==> config.mk <==
export PLATFORM = sky130hd
export DESIGN_NAME = manchester_hdlc_edge_frame_decoder_unit
export DESIGN_NICKNAME = d
export VERILOG_FILES = /design/src/rtl/mhfd_pkg.sv /design/src/rtl/mhfd_ram.sv /design/src/rtl/mhfd_decoder.sv /design/src/rtl/mhfd_extract.sv /design/src/rtl/manchester_hdlc_edge_frame_decoder_unit.sv
export VERILOG_INCLUDE_DIRS = /design/src /design/src/rtl
export SDC_FILE = /design/constraint.sdc
export NUM_CORES = 1
export LEC_CHECK = 0
export ABC_AREA = 1
export BUFFER_PORTS_ARGS = -buffer_cell sky130_fd_sc_hd__clkbuf_2
export CAP_MARGIN = 20
export CORE_MARGIN = 5
export CORE_UTILIZATION = 60
export DETAILED_ROUTE_END_ITERATION = 8
export PLACE_DENSITY = 0.78
export SYNTH_ARGS = -nofsm -noshare
export SYNTH_HDL_FRONTEND = slang
export SYNTH_SLANG_ARGS = --single-unit
==> constraint.sdc <==
create_clock -name clk -period 25.6 [get_ports clk]
set_input_delay 5.12 -clock clk [delete_from_list [all_inputs] [get_ports clk]]
set_output_delay 5.12 -clock clk [all_outputs]
set_load 0.05 [all_outputs]
==> src/rtl/manchester_hdlc_edge_frame_decoder_unit_macros.svh <==
// assertion macros for the manchester / hdlc edge frame decoder
// no dependencies; taken in by the files that assert
`ifndef MANCHESTER_HDLC_EDGE_FRAME_DECODER_UNIT_MACROS_SVH
`define MANCHESTER_HDLC_EDGE_FRAME_DECODER_UNIT_MACROS_SVH

// property checked at every clock edge outside reset
`define MHFD_ASSERT(lbl, clk, rst_n, prop, msg) \
	lbl: assert property (@(posedge clk) disable iff (!rst_n) (prop)) else $error(msg);

// antecedent in any cycle implies consequent in the next
`define MHFD_ASSERT_NEXT(lbl, clk, rst_n, ante, cons, msg) \
	lbl: assert property (@(posedge clk) disable iff (!rst_n) (ante) |=> (cons)) else $error(msg);

`endif

==> src/rtl/mhfd_pkg.sv <==
// shared types and codes of the manchester / hdlc edge frame decoder
// no dependencies
package mhfd_pkg;

	typedef logic [1:0] status_t;

	localparam status_t ST_OK        = 2'd0;
	localparam status_t ST_FEW_EDGES = 2'd1;
	localparam status_t ST_NO_SYNC   = 2'd2;
	localparam status_t ST_VIOLATION = 2'd3;

	// frame close from the decoder to the field extractor
	typedef struct packed {
		logic    valid;
		status_t status;
	} frame_end_t;

	// field selection registers used by the extractor
	typedef struct packed {
		logic [7:0] pos_offset;
		logic [5:0] pos_length;
		logic [7:0] aux_offset;
		logic [5:0] aux_length;
		logic [7:0] flag0_index;
		logic [7:0] flag1_index;
		logic [7:0] flag2_index;
	} field_cfg_t;

	// finished result from the extractor
	typedef struct packed {
		logic        valid;
		logic [31:0] position;
		logic [31:0] aux_field;
		logic [2:0]  flags;
		logic [8:0]  bits_received;
		status_t     status;
	} xresult_t;

endpackage

==> src/rtl/mhfd_ram.sv <==
// generic simple dual-port ram, one write port, one registered read port
// no dependencies
module mhfd_ram #(
	parameter int WIDTH = 1,
	parameter int DEPTH = 256
) (
	input  logic                     clk,
	input  logic                     wr_en,
	input  logic [$clog2(DEPTH)-1:0] wr_addr,
	input  logic [WIDTH-1:0]         wr_data,
	input  logic                     rd_en,
	input  logic [$clog2(DEPTH)-1:0] rd_addr,
	output logic [WIDTH-1:0]         rd_data
);

	logic [WIDTH-1:0] mem_q [DEPTH];

	// write port
	always_ff @(posedge clk) begin
		if (wr_en) begin
			mem_q[wr_addr] <= wr_data;
		end
	end

	// registered read
	always_ff @(posedge clk) begin
		if (rd_en) begin
			rd_data <= mem_q[rd_addr];
		end
	end

endmodule

==> src/rtl/mhfd_decoder.sv <==
// edge interval classing, sync search, manchester decode and hdlc unstuffing
// depends on mhfd_pkg; writes decoded bits into the bit store ram
module mhfd_decoder import mhfd_pkg::*; #(
	parameter int DEPTH     = 256,
	parameter int MAX_EDGES = 512,
	parameter int MIN_EDGES = 80
) (
	input  logic                       clk,
	input  logic                       arst_n,
	input  logic                       accept,
	input  logic [15:0]                capture_time,
	input  logic                       last,
	input  logic [15:0]                short_interval,
	output logic                       wr_en,
	output logic [$clog2(DEPTH)-1:0]   wr_addr,
	output logic                       wr_data,
	output frame_end_t                 frame_end,
	output logic [$clog2(DEPTH+1)-1:0] bit_count
);

	localparam int ECW = $clog2(MAX_EDGES + 1);
	localparam int BW  = $clog2(DEPTH + 1);
	localparam int AW  = $clog2(DEPTH);

	localparam logic [1:0] PH_HUNT   = 2'd0;
	localparam logic [1:0] PH_DECODE = 2'd1;
	localparam logic [1:0] PH_DONE   = 2'd2;

	localparam logic [3:0] SYNC_SHORTS = 4'd10;
	localparam logic [3:0] STUFF_RUN   = 4'd5;
	localparam logic [3:0] FLAG_RUN    = 4'd6;
	localparam logic [3:0] RUN_MAX     = 4'd15;

	logic [15:0]    prev_time_q, prev_time_n;
	logic [ECW-1:0] edge_cnt_q, edge_cnt_n;
	logic [1:0]     phase_q, phase_n;
	logic [3:0]     run_q, run_n;
	logic           pol_q, pol_n;
	logic           pend_q, pend_n;
	logic [BW-1:0]  bit_idx_q, bit_idx_n;
	status_t        fstat_q, fstat_n;

	logic [15:0] delta;
	logic        is_short;
	logic        emit;
	logic        emit_bit;
	status_t     close_status;

	assign delta    = capture_time - prev_time_q;
	assign is_short = delta < short_interval;

	// next frame state for one accepted edge
	always_comb begin
		prev_time_n = prev_time_q;
		edge_cnt_n  = edge_cnt_q;
		phase_n     = phase_q;
		run_n       = run_q;
		pol_n       = pol_q;
		pend_n      = pend_q;
		bit_idx_n   = bit_idx_q;
		fstat_n     = fstat_q;
		emit        = 1'b0;
		emit_bit    = 1'b0;
		wr_en       = 1'b0;
		wr_data     = 1'b0;
		wr_addr     = bit_idx_q[AW-1:0];
		if (accept && (edge_cnt_q < ECW'(MAX_EDGES))) begin
			// the first interval of a frame, between its opening pair of edge items, is ignored
			if (edge_cnt_q >= ECW'(2)) begin
				case (phase_q)
					PH_HUNT: begin
						if (is_short) begin
							if (run_q != RUN_MAX) begin
								run_n = run_q + 4'd1;
							end
						end else if (run_q == SYNC_SHORTS) begin
							phase_n = PH_DECODE;
							pol_n   = 1'b0;
							pend_n  = 1'b0;
						end else begin
							run_n = 4'd0;
						end
					end
					PH_DECODE: begin
						if (pend_q) begin
							pend_n = 1'b0;
							if (is_short) begin
								emit     = 1'b1;
								emit_bit = pol_q;
							end else begin
								fstat_n = ST_VIOLATION;
								phase_n = PH_DONE;
							end
						end else if (is_short) begin
							pend_n = 1'b1;
						end else begin
							pol_n    = ~pol_q;
							emit     = 1'b1;
							emit_bit = ~pol_q;
						end
					end
					default: begin
					end
				endcase
			end
			prev_time_n = capture_time;
			edge_cnt_n  = edge_cnt_q + ECW'(1);
		end

		// hdlc unstuffing of a decoded bit
		if (emit) begin
			if (emit_bit) begin
				if (run_q != RUN_MAX) begin
					run_n = run_q + 4'd1;
				end
				if (bit_idx_q < BW'(DEPTH)) begin
					wr_en     = 1'b1;
					wr_data   = 1'b1;
					bit_idx_n = bit_idx_q + BW'(1);
				end
			end else if (run_q == STUFF_RUN) begin
				run_n = 4'd0;
			end else if (run_q == FLAG_RUN) begin
				phase_n = PH_DONE;
			end else begin
				run_n = 4'd0;
				if (bit_idx_q < BW'(DEPTH)) begin
					wr_en     = 1'b1;
					wr_data   = 1'b0;
					bit_idx_n = bit_idx_q + BW'(1);
				end
			end
		end
	end

	// frame status at close
	always_comb begin
		if (32'(edge_cnt_n) <= 32'(MIN_EDGES)) begin
			close_status = ST_FEW_EDGES;
		end else if (phase_n == PH_HUNT) begin
			close_status = ST_NO_SYNC;
		end else begin
			close_status = fstat_n;
		end
	end

	assign frame_end.valid  = accept && last;
	assign frame_end.status = close_status;
	assign bit_count        = bit_idx_n;

	// frame state registers, cleared at frame close
	always_ff @(posedge clk or negedge arst_n) begin
		if (!arst_n) begin
			prev_time_q <= '0;
			edge_cnt_q  <= '0;
			phase_q     <= PH_HUNT;
			run_q       <= '0;
			pol_q       <= 1'b0;
			pend_q      <= 1'b0;
			bit_idx_q   <= '0;
			fstat_q     <= ST_OK;
		end else if (accept && last) begin
			prev_time_q <= '0;
			edge_cnt_q  <= '0;
			phase_q     <= PH_HUNT;
			run_q       <= '0;
			pol_q       <= 1'b0;
			pend_q      <= 1'b0;
			bit_idx_q   <= '0;
			fstat_q     <= ST_OK;
		end else begin
			prev_time_q <= prev_time_n;
			edge_cnt_q  <= edge_cnt_n;
			phase_q     <= phase_n;
			run_q       <= run_n;
			pol_q       <= pol_n;
			pend_q      <= pend_n;
			bit_idx_q   <= bit_idx_n;
			fstat_q     <= fstat_n;
		end
	end

endmodule

==> src/rtl/mhfd_extract.sv <==
// frame-end field extraction: walks the bit store one read a cycle
// depends on mhfd_pkg; drives the read port of the bit store ram
module mhfd_extract import mhfd_pkg::*; #(
	parameter int DEPTH = 256
) (
	input  logic                       clk,
	input  logic                       arst_n,
	input  frame_end_t                 frame_end,
	input  logic [$clog2(DEPTH+1)-1:0] bit_count,
	input  field_cfg_t                 fcfg,
	output logic                       rd_en,
	output logic [$clog2(DEPTH)-1:0]   rd_addr,
	input  logic                       rd_data,
	output logic                       busy,
	output xresult_t                   result
);

	localparam int BW = $clog2(DEPTH + 1);
	localparam int AW = $clog2(DEPTH);
	localparam int IW = (BW > 9) ? BW : 9;

	localparam logic [2:0] X_IDLE  = 3'd0;
	localparam logic [2:0] X_POS   = 3'd1;
	localparam logic [2:0] X_AUX   = 3'd2;
	localparam logic [2:0] X_FLAG  = 3'd3;
	localparam logic [2:0] X_DRAIN = 3'd4;
	localparam logic [2:0] X_DONE  = 3'd5;

	localparam logic [5:0] FIELD_MAX  = 6'd32;
	localparam logic [5:0] FLAG_COUNT = 6'd3;

	logic [2:0]    xs_q;
	logic [5:0]    cnt_q;
	logic [BW-1:0] bcnt_q;
	status_t       st_q;
	logic [31:0]   pos_acc_q;
	logic [31:0]   aux_acc_q;
	logic [2:0]    flag_acc_q;

	logic          tag_vld_s1;
	logic [2:0]    tag_sel_s1;
	logic [4:0]    tag_pos_s1;
	logic          tag_inr_s1;

	logic [5:0]    len_pos;
	logic [5:0]    len_aux;
	logic [5:0]    cur_len;
	logic          issue;
	logic [IW-1:0] idx;
	logic          in_range;
	logic          got_one;

	assign len_pos = (fcfg.pos_length > FIELD_MAX) ? FIELD_MAX : fcfg.pos_length;
	assign len_aux = (fcfg.aux_length > FIELD_MAX) ? FIELD_MAX : fcfg.aux_length;

	// length and bit index of the current read
	always_comb begin
		case (xs_q)
			X_POS:   cur_len = len_pos;
			X_AUX:   cur_len = len_aux;
			X_FLAG:  cur_len = FLAG_COUNT;
			default: cur_len = 6'd0;
		endcase
		case (xs_q)
			X_POS:   idx = IW'(fcfg.pos_offset) + IW'(cnt_q);
			X_AUX:   idx = IW'(fcfg.aux_offset) + IW'(cnt_q);
			default: begin
				case (cnt_q[1:0])
					2'd0:    idx = IW'(fcfg.flag0_index);
					2'd1:    idx = IW'(fcfg.flag1_index);
					default: idx = IW'(fcfg.flag2_index);
				endcase
			end
		endcase
	end

	// bits at or above the received count read as zero, so skip the read
	assign issue    = (xs_q == X_POS || xs_q == X_AUX || xs_q == X_FLAG) && (cnt_q < cur_len);
	assign in_range = idx < IW'(bcnt_q);
	assign rd_en    = issue && in_range;
	assign rd_addr  = idx[AW-1:0];
	assign got_one  = tag_vld_s1 && tag_inr_s1 && rd_data;

	// sequencer
	always_ff @(posedge clk or negedge arst_n) begin
		if (!arst_n) begin
			xs_q       <= X_IDLE;
			cnt_q      <= '0;
			tag_vld_s1 <= 1'b0;
		end else begin
			tag_vld_s1 <= issue;
			case (xs_q)
				X_IDLE: begin
					cnt_q <= '0;
					if (frame_end.valid) begin
						xs_q <= (frame_end.status == ST_FEW_EDGES) ? X_DONE : X_POS;
					end
				end
				X_POS, X_AUX, X_FLAG: begin
					if (issue) begin
						cnt_q <= cnt_q + 6'd1;
					end else begin
						cnt_q <= '0;
						xs_q  <= (xs_q == X_FLAG) ? X_DRAIN : xs_q + 3'd1;
					end
				end
				X_DRAIN: xs_q <= X_DONE;
				X_DONE:  xs_q <= X_IDLE;
				default: xs_q <= X_IDLE;
			endcase
		end
	end

	// read tag and accumulators
	always_ff @(posedge clk) begin
		tag_sel_s1 <= xs_q;
		tag_pos_s1 <= cnt_q[4:0];
		tag_inr_s1 <= in_range;
		if (xs_q == X_IDLE && frame_end.valid) begin
			bcnt_q     <= bit_count;
			st_q       <= frame_end.status;
			pos_acc_q  <= '0;
			aux_acc_q  <= '0;
			flag_acc_q <= '0;
		end else if (got_one) begin
			case (tag_sel_s1)
				X_POS:   pos_acc_q[tag_pos_s1] <= 1'b1;
				X_AUX:   aux_acc_q[tag_pos_s1] <= 1'b1;
				X_FLAG:  flag_acc_q[tag_pos_s1[1:0]] <= 1'b1;
				default: begin
				end
			endcase
		end
	end

	assign busy                 = (xs_q != X_IDLE);
	assign result.valid         = (xs_q == X_DONE);
	assign result.position      = pos_acc_q;
	assign result.aux_field     = aux_acc_q;
	assign result.flags         = flag_acc_q;
	assign result.bits_received = (st_q == ST_FEW_EDGES) ? 9'd0 : 9'(bcnt_q);
	assign result.status        = st_q;

endmodule

==> src/rtl/manchester_hdlc_edge_frame_decoder_unit.sv <==
// top level of the manchester / hdlc edge frame decoder
// depends on mhfd_pkg, mhfd_ram, mhfd_decoder, mhfd_extract and the macros header
//
// channel  direction  handshake              payload
// in       input      in_valid / in_ready    capture_time, last
// out      output     out_valid / out_ready  position, aux_field, flag0..2, bits_received, status
// cfg      input      cfg_valid / cfg_ready  cfg_index, cfg_data
//
// an edge item is decoded as it is taken; its decoded bit goes straight to the bit store
// the last item starts extraction (none if too few edges): up to min(pos_length,32) +
// min(aux_length,32) + 3 reads, one read a cycle on the single read port of the bit store
// the bit store is not cleared after reset; reads are gated by the received bit count
// edges of the next frame are taken while a result waits, its last item only once out is free
`include "manchester_hdlc_edge_frame_decoder_unit_macros.svh"
module manchester_hdlc_edge_frame_decoder_unit import mhfd_pkg::*; #(
	parameter int BIT_STORE_DEPTH = 256,
	parameter int MAX_EDGES       = 512,
	parameter int MIN_EDGES       = 80
) (
	input  logic        clk,
	input  logic        arst_n,
	input  logic        in_valid,
	output logic        in_ready,
	input  logic [15:0] capture_time,
	input  logic        last,
	output logic        out_valid,
	input  logic        out_ready,
	output logic [31:0] position,
	output logic [31:0] aux_field,
	output logic        flag0,
	output logic        flag1,
	output logic        flag2,
	output logic [8:0]  bits_received,
	output logic [1:0]  status,
	input  logic        cfg_valid,
	output logic        cfg_ready,
	input  logic [3:0]  cfg_index,
	input  logic [15:0] cfg_data
);

	localparam int AW = $clog2(BIT_STORE_DEPTH);
	localparam int BW = $clog2(BIT_STORE_DEPTH + 1);

	localparam logic [3:0] REG_SHORT_INTERVAL = 4'd0;
	localparam logic [3:0] REG_POS_OFFSET     = 4'd1;
	localparam logic [3:0] REG_POS_LENGTH     = 4'd2;
	localparam logic [3:0] REG_AUX_OFFSET     = 4'd3;
	localparam logic [3:0] REG_AUX_LENGTH     = 4'd4;
	localparam logic [3:0] REG_FLAG0_INDEX    = 4'd5;
	localparam logic [3:0] REG_FLAG1_INDEX    = 4'd6;
	localparam logic [3:0] REG_FLAG2_INDEX    = 4'd7;

	logic [15:0] short_interval_q;
	field_cfg_t  fcfg_q;

	logic          in_accept;
	logic          ram_wr_en;
	logic [AW-1:0] ram_wr_addr;
	logic          ram_wr_data;
	logic          ram_rd_en;
	logic [AW-1:0] ram_rd_addr;
	logic          ram_rd_data;
	frame_end_t    fe;
	logic [BW-1:0] bit_count;
	logic          x_busy;
	xresult_t      x_res;
	logic          out_valid_q;

	// configuration registers
	assign cfg_ready = 1'b1;

	always_ff @(posedge clk or negedge arst_n) begin
		if (!arst_n) begin
			short_interval_q   <= 16'd15;
			fcfg_q.pos_offset  <= 8'd64;
			fcfg_q.pos_length  <= 6'd15;
			fcfg_q.aux_offset  <= 8'd0;
			fcfg_q.aux_length  <= 6'd0;
			fcfg_q.flag0_index <= 8'd57;
			fcfg_q.flag1_index <= 8'd58;
			fcfg_q.flag2_index <= 8'd59;
		end else if (cfg_valid) begin
			case (cfg_index)
				REG_SHORT_INTERVAL: short_interval_q   <= cfg_data;
				REG_POS_OFFSET:     fcfg_q.pos_offset  <= cfg_data[7:0];
				REG_POS_LENGTH:     fcfg_q.pos_length  <= cfg_data[5:0];
				REG_AUX_OFFSET:     fcfg_q.aux_offset  <= cfg_data[7:0];
				REG_AUX_LENGTH:     fcfg_q.aux_length  <= cfg_data[5:0];
				REG_FLAG0_INDEX:    fcfg_q.flag0_index <= cfg_data[7:0];
				REG_FLAG1_INDEX:    fcfg_q.flag1_index <= cfg_data[7:0];
				REG_FLAG2_INDEX:    fcfg_q.flag2_index <= cfg_data[7:0];
				default: begin
				end
			endcase
		end
	end

	// input interlock: no edges while the store is read, no close while out is full
	assign in_ready  = !x_busy && !(out_valid_q && last);
	assign in_accept = in_valid && in_ready;

	mhfd_decoder #(
		.DEPTH     (BIT_STORE_DEPTH),
		.MAX_EDGES (MAX_EDGES),
		.MIN_EDGES (MIN_EDGES)
	) u_decoder (
		.clk            (clk),
		.arst_n         (arst_n),
		.accept         (in_accept),
		.capture_time   (capture_time),
		.last           (last),
		.short_interval (short_interval_q),
		.wr_en          (ram_wr_en),
		.wr_addr        (ram_wr_addr),
		.wr_data        (ram_wr_data),
		.frame_end      (fe),
		.bit_count      (bit_count)
	);

	mhfd_ram #(
		.WIDTH (1),
		.DEPTH (BIT_STORE_DEPTH)
	) u_bit_store (
		.clk     (clk),
		.wr_en   (ram_wr_en),
		.wr_addr (ram_wr_addr),
		.wr_data (ram_wr_data),
		.rd_en   (ram_rd_en),
		.rd_addr (ram_rd_addr),
		.rd_data (ram_rd_data)
	);

	mhfd_extract #(
		.DEPTH (BIT_STORE_DEPTH)
	) u_extract (
		.clk       (clk),
		.arst_n    (arst_n),
		.frame_end (fe),
		.bit_count (bit_count),
		.fcfg      (fcfg_q),
		.rd_en     (ram_rd_en),
		.rd_addr   (ram_rd_addr),
		.rd_data   (ram_rd_data),
		.busy      (x_busy),
		.result    (x_res)
	);

	// output register
	always_ff @(posedge clk or negedge arst_n) begin
		if (!arst_n) begin
			out_valid_q <= 1'b0;
		end else if (x_res.valid) begin
			out_valid_q <= 1'b1;
		end else if (out_ready) begin
			out_valid_q <= 1'b0;
		end
	end

	always_ff @(posedge clk) begin
		if (x_res.valid) begin
			position      <= x_res.position;
			aux_field     <= x_res.aux_field;
			flag0         <= x_res.flags[0];
			flag1         <= x_res.flags[1];
			flag2         <= x_res.flags[2];
			bits_received <= x_res.bits_received;
			status        <= x_res.status;
		end
	end

	assign out_valid = out_valid_q;

	// checks
	`MHFD_ASSERT(a_no_write_during_read, clk, arst_n, !(ram_wr_en && x_busy), "bit store written during extraction")
	`MHFD_ASSERT(a_close_when_free, clk, arst_n, fe.valid |-> (!x_busy && !out_valid_q), "frame closed while extractor or output busy")
	`MHFD_ASSERT_NEXT(a_result_registered, clk, arst_n, x_res.valid, out_valid_q, "finished result not presented")

endmodule

### Yosys cells after proc, flatten, opt, wreduce, memory -nomap -nowiden

Memories as Yosys holds them, arrays and structs flattened. A register that Yosys moved wholly into a read port is not among the register bits.
Index checks and enable logic that the tools add are counted.

| word-level totals | value |
|---|---|
| flip-flop bits (word level) | 289 |
| RAM bits | 256 |
| input bits | 42 |
| output and inout bits | 81 |
| word-level logic and storage cells | 226 |
| memories | 1 |

Memories:

| memory | depth | width | rd ports | clocked after memory_dff | write ports | line | RTL |
|---|---|---|---|---|---|---|---|
| u_bit_store.mem_q | 256 | 1 | 1 | 1 | 1 | mhfd_ram.sv:16 | `logic [WIDTH-1:0] mem_q [DEPTH];` |

| operators by class | value |
|---|---|
| add/sub/neg operators | 8 |
| $lt $le $gt $ge | 13 |
| eq/ne operators | 29 |
| multiplexer cells | 94 |
| bitwise gates (word level) | 4 |
| reduce and logical (&&, ||, !) cells | 42 |

Operator list:

| cell | number |
|---|---|
| $or 32x32->32 | 2 |
| $mux 9 | 6 |
| $mux 4 | 12 |
| $mux 2 | 19 |
| $mux 1 | 36 |
| $mux 16 | 2 |
| $eq 4x3->1 const B | 6 |
| $reduce_and 2->1 | 12 |
| $mux 10 | 2 |
| $add 8x6->9 | 2 |
| $mux 6 | 3 |
| $pmux 6 s3 | 1 |
| $pmux 9 s2 | 1 |
| $lt 16x16->1 | 1 |
| $pmux 8 s2 | 1 |
| $sub 16x16->16 | 1 |
| $eq 3x2->1 const B | 4 |
| $gt 6x6->1 const B | 2 |
| $logic_and 1x1->1 | 12 |
| $mux 3 | 4 |
| $pmux 6 s2 | 1 |
| $add 10x1->10 const B | 1 |
| $ge 10x2->1 const B | 1 |
| $le 10x7->1 const B | 1 |
| 40 further kinds | 57 |

### Logic depth before layout (Yosys ltp)

| logic depth | value |
|---|---|
| depth in word-level cells | 18 |
| mapped depth | 35 |
| gate-level depth less buffers | 34 |

### Modules after synthesis

From an unflattened synthesis, not the netlist that was laid out.

| second synthesis, totals | value |
|---|---|
| cell total of the unflattened synthesis | 2775 |
| area, all modules | 25653.4 sq um |

By module, submodules not included:

| module | instances | cells an instance | area an instance (sq um) | sequential area each (sq um) |
|---|---|---|---|---|
| mhfd_ram | 1 | 1184 | 11727.5 | 7717.4 |
| manchester_hdlc_edge_frame_decoder_unit | 1 | 412 | 5290.1 | 4096.4 |
| mhfd_extract | 1 | 577 | 4521.8 | 2102.0 |
| mhfd_decoder | 1 | 602 | 4113.9 | 1126.1 |

### Least setup slack after synthesis

OpenSTA, ideal clock, no wires.

| timing path | value |
|---|---|
| path kind | input -> register |
| start | in capture_time[0] |
| end | mem u_bit_store.mem_q[0] (data pin) |
| setup time | 1.388 ns |
| data arrival time | 14.529 ns |
| required time | 24.212 ns |
| setup slack | 9.682 ns |
| cell stages on the path | 28 |
| path buffers | 1 |
| cell sequence | inv_1 ha_1 fa_1 nand3b_1 nand2_1 a21oi_1 o21bai_1 nand2_1 nand2_1 a21oi_1 o21ai_0 nand3_1 nand2_1 nand2_1 nand3_1 nand2_1 ha_1 nand4_1 a21oi_1 nor2_1 nand2_1 clkbuf_1 inv_1 ha_1 nand2_2 inv_1 nand2_1 nor2_1 |

| on the way | value |
|---|---|
| longest elaborated chain between the ends | 9 |
| elaborated cells on any way between the ends | 16 |
| those cells by class | add/sub (1); order compare (1); mux (14) |

Ends and longest elaborated chain:

| element | line | RTL |
|---|---|---|
| from (decl) | manchester_hdlc_edge_frame_decoder_unit.sv:24 | `input logic [15:0] capture_time,` |
| $sub 16x16->16 (*) | mhfd_decoder.sv:49 | `assign delta = capture_time - prev_time_q;` |
| $lt 16x16->1 (*) | mhfd_decoder.sv:50 | `assign is_short = delta < short_interval;` |
| $mux 1, on equally long branches | mhfd_decoder.sv:94, mhfd_decoder.sv:87 |  |
| $mux 1 | mhfd_decoder.sv:85 | `if (pend_q) begin` |
| $mux 1 | mhfd_decoder.sv:70 | `case (phase_q)` |
| $mux 1 | mhfd_decoder.sv:69 | `if (edge_cnt_q >= ECW'(2)) begin` |
| $mux 1 | mhfd_decoder.sv:67 | `if (accept && (edge_cnt_q < ECW'(MAX_EDGES))) begin` |
| $mux 1 | mhfd_decoder.sv:112 | `if (emit_bit) begin` |
| $mux 1 (*) | mhfd_decoder.sv:111 | `if (emit) begin` |
| via ram_wr_data | manchester_hdlc_edge_frame_decoder_unit.sv:59 | `logic ram_wr_data;` |
| to (decl) | mhfd_ram.sv:16 |  |

Mark *: on every way through the listed nets, which the timed path passes. The rest lies on a longest branch.

### Worst setup path in the final report

| timing path | value |
|---|---|
| start | in last |
| end | out in_ready |

| on the way | value |
|---|---|
| longest elaborated chain between the ends | 3 |

Ends and longest elaborated chain:

| element | line | RTL |
|---|---|---|
| from (decl) | manchester_hdlc_edge_frame_decoder_unit.sv:25 | `input logic last,` |
| $logic_and 1x1->1 | manchester_hdlc_edge_frame_decoder_unit.sv:99 | `assign in_ready = !x_busy && !(out_valid_q && last);` |
| $logic_not 1->1 | manchester_hdlc_edge_frame_decoder_unit.sv:99 |  |
| $logic_and 1x1->1 | manchester_hdlc_edge_frame_decoder_unit.sv:99 |  |
| to (decl) | manchester_hdlc_edge_frame_decoder_unit.sv:23 | `output logic in_ready,` |

Every way passes these cells.

==> summary.md <==
| Metric | Value |
|---|---|
| WHS | `430 ps` |
| Top delay family on crit path | `buffers and inverters` |
| I/O Pins | `123` |
| Area Growth Syn to Fin | `11.3%` |
| Initial antenna violation count | `0` |
| Slew Limit Fails | `0` |
| CTS Buf Count | `54` |
| Synthesized instance count | `2,544` |
| Largest net degree at the start of global routing | `257` |
| Worst ir drop on vdd | `0.110 mV` |
| N_diodes | `0` |
| First-pass GRT wire length | `96,400 um` |
| Worst Skew | `32.4 ps` |
| Clock slew at reported path FFs | `60 ps` |
| Port-buffer cells | `121` |
| Synth cell types | `53` |
| Worst-Skew Late Latency | `620 ps` |
| Top cells by area, synth | `edfxtp_1 42%, dfrtp_1 10%, nor2_1 6.5%` |
| Critical path depth in cells | `5` |
| Cell with the most instances after synthesis | `nor2_1` |
| WL final | `60,000 um` |
| Worst reg-to-reg path cell count | `28` |
| Hold crit path type | `reg -> reg` |
| CTS max path bufs | `3` |
| Synth Net Count | `2,655` |
| Slowest stage delay, CP | `290 ps` |
| Met3 Usage GRT | `0.0415` |
| Share of the yosys chip area belonging to registers | `0.602` |
| Slowest-stage cell, CP | `clkbuf_2` |
| Die Span X | `214 um` |
| Tot Pwr | `0.00337 W` |
| Final Cell Area | `27,800 um^2` |
| Dominant cell type by area after synthesis | `edfxtp_1` |
| Gpl congestion | `0.835` |
| Die Ht | `214 um` |
| Tmin final | `10,840 ps` |
| Initial Util | `0.609` |
| Overflow after GRT | `0` |
| Top cell type's share of synthesized area | `0.416` |
| Root buf cell | `clkbuf_16` |
| Max Freq | `0.0923 GHz` |
| First-pass DRT Iterations | `7` |
| # setup viols final | `0` |
| P_leak | `11.6 nW` |
| Seq pwr share | `0.325` |
| EDFF count, synth | `346` |
| Crit Path Class | `in -> out` |
| CP Cell Sequence | `clkbuf_2 -> nand2_1 -> inv_1 -> nor2_4 -> clkbuf_2` |
| Post-synth ARST share | `0.227` |
| Maxcap violations | `0` |
| Max_slew headroom | `0.199` |
| Met1 usage | `0.337` |
| Final setup TNS | `0 ps` |
| Vias per cell | `5.82` |
| Net Switching | `0.00142 W` |
| Synthesized area | `25,000 um^2` |
| Power per standard cell area | `121 nW/um^2` |
| Top_reg_cell synth | `edfxtp_1` |
| Num rows | `74` |
| CTS tree | `yes` |
| Core box area | `41,000 um^2` |
| Status | `finished, final reports clean` |
| Vias in the first global route | `18,456` |
| Die ar. | `45,800 um^2` |
| H-tree depth | `2` |
| Crit path DAT | `5720 ps` |
| Critical Path RT | `20,480 ps` |
| Tot GR Track Use | `0.256` |
| Cell mode on critical path | `clkbuf_2` |
| Net Sw Frac | `0.422` |
| Cts hold-fix bufs | `0` |
| Share of cells above drive strength 1 | `0.124` |
| Post-CTS Setup Repair Bufs | `0` |
| Final nets | `2,734` |
| Worst-margin pin slew | `1200 ps` |
| Clk pwr share | `0.241` |
| Crit end category | `output pin` |
| Detailed Place HPWL | `36,400 um` |
| # DRC | `0` |
| Power Internal | `0.00195 W` |
| Sink Count | `546` |
| Worst hold path cell count | `0` |
| Top cells by count, synth | `434 x nor2_1, 348 x nand2_1, 346 x edfxtp_1` |
| Nature of the critical path startpoint | `input pin` |
| Met2 Use GR | `0.436` |
| Antenna Violating Nets Remaining | `0` |
| RSZ-0062 raised after global routing | `false` |
| Vias | `18,630` |
| CTS resizes | `0` |
| First DRT Iteration DRCs | `1,990` |
| Yosys warns | `0` |
| Synthesized area per cell | `9.82 um^2` |
| R2R Setup Slk | `19,680 ps` |
| Filler Cell Count | `2,993` |
| Area of placed instances | `25,900 um^2` |
| Busiest grt layer | `met2` |
| CP max FO | `2` |
| Synthesized flop and latch total | `546` |
| Combinational share of power | `0.434` |
| Final Hold Fails | `0` |
| Worst Path Buf+Inv | `3` |
| Per-cell routed wire length | `18.8 um` |
| Final period util | `0.423` |
## state kept, by name (all words and copies together) (netlist names), 9 cells and up
register / count
aux_field: 32
u_bit_store.mem_q: 256
u_decoder.edge_cnt_q: 10
u_extract.bcnt_q: 9
short_interval_q: 16
u_decoder.prev_time_q: 16
u_extract.pos_acc_q: 32
fcfg_q: 52
position: 32
u_extract.aux_acc_q: 32
bits_received: 9
u_decoder.bit_idx_q: 9
## power groups by stage
stage                     Clock [W]  Combinational (W)  Sequential (W)
after floorplan                   0           0.000972         0.00117
after detailed placement          0            0.00143         0.00111
after global placement            0            0.00139         0.00110
final                      0.000813            0.00146         0.00109
after CTS                  0.000820            0.00144         0.00109
after global routing       0.000860            0.00161         0.00110
## logic make-up after synthesis
logic type	count (synthesis)	share of synthesized area
buf+inv	403	0.0647
fa+ha+maj	69	0.0352
xor+xnor	33	0.0116
other cells	1	0.000150
flops	546	0.602
mux	1	0.000401
compound gates	390	0.0947
simple gates	1101	0.191
## path summary, 6_finish.rpt
| kind | end | start |
|---|---|---|
| worst max-delay path | in_ready | last |
| worst min-delay path | position[3]$_DFFE_PP_ | u_extract.pos_acc_q[3]$_SDFFE_PP0P_ |
| worst max register to register | u_bit_store.mem_q[146]$_DFFE_PP_ | u_decoder.prev_time_q[0]$_DFFE_PN0P_ |
| worst min register to register | position[3]$_DFFE_PP_ | u_extract.pos_acc_q[3]$_SDFFE_PP0P_ |
| max in group asynchronous | fcfg_q[21]$_DFFE_PN1P_ | arst_n |
| min in group asynchronous | u_decoder.prev_time_q[5]$_DFFE_PN0P_ | arst_n |
## placed cells by master (no fill, tap or decap), types with 22 or more instances in the layout
| cell | count |
|---|---|
| clkbuf_2 | 120 |
| dfstp_2 | 22 |
| nor2_2 | 22 |
| nand2_1 | 348 |
| a21oi_1 | 134 |
| ha_1 | 67 |
| o21ai_0 | 97 |
| nor2_1 | 432 |
| o211ai_1 | 117 |
| clkbuf_16 | 56 |
| or2_2 | 32 |
| nand3_1 | 200 |
| xor2_1 | 24 |
| inv_1 | 281 |
| edfxtp_1 | 346 |
| dfrtp_1 | 102 |
| nor3_1 | 22 |
| dfxtp_1 | 76 |
## cell type report
class	count	area (um^2)	area share
clock buffers	82	1630	0.0586
flip-flops and latches	546	15000	0.541
repair buffers	139	811	0.0292
multi-input cells	1595	8370	0.301
well taps	532	666	0.0239
clock inverters	18	210	0.00756
inverters	287	1080	0.0387
## metal layers
layer  up-vias  part of all wire
li1       8733                 -
met1      8894              0.40
met2       836              0.49
met3       167             0.078
met4         0             0.033
met5         -                 0
## through the flow
stage          utilization  worst slack, ps  cells
2_1_floorplan            -             9680   2544
3_3_place_gp         0.631            14740   3095
3_5_place_dp         0.632            14760   3097
4_1_cts              0.677            14760   3197
5_1_grt              0.678            14730   3199
6_report             0.678            14760   3199
Power figures use the tool's default switching activity.
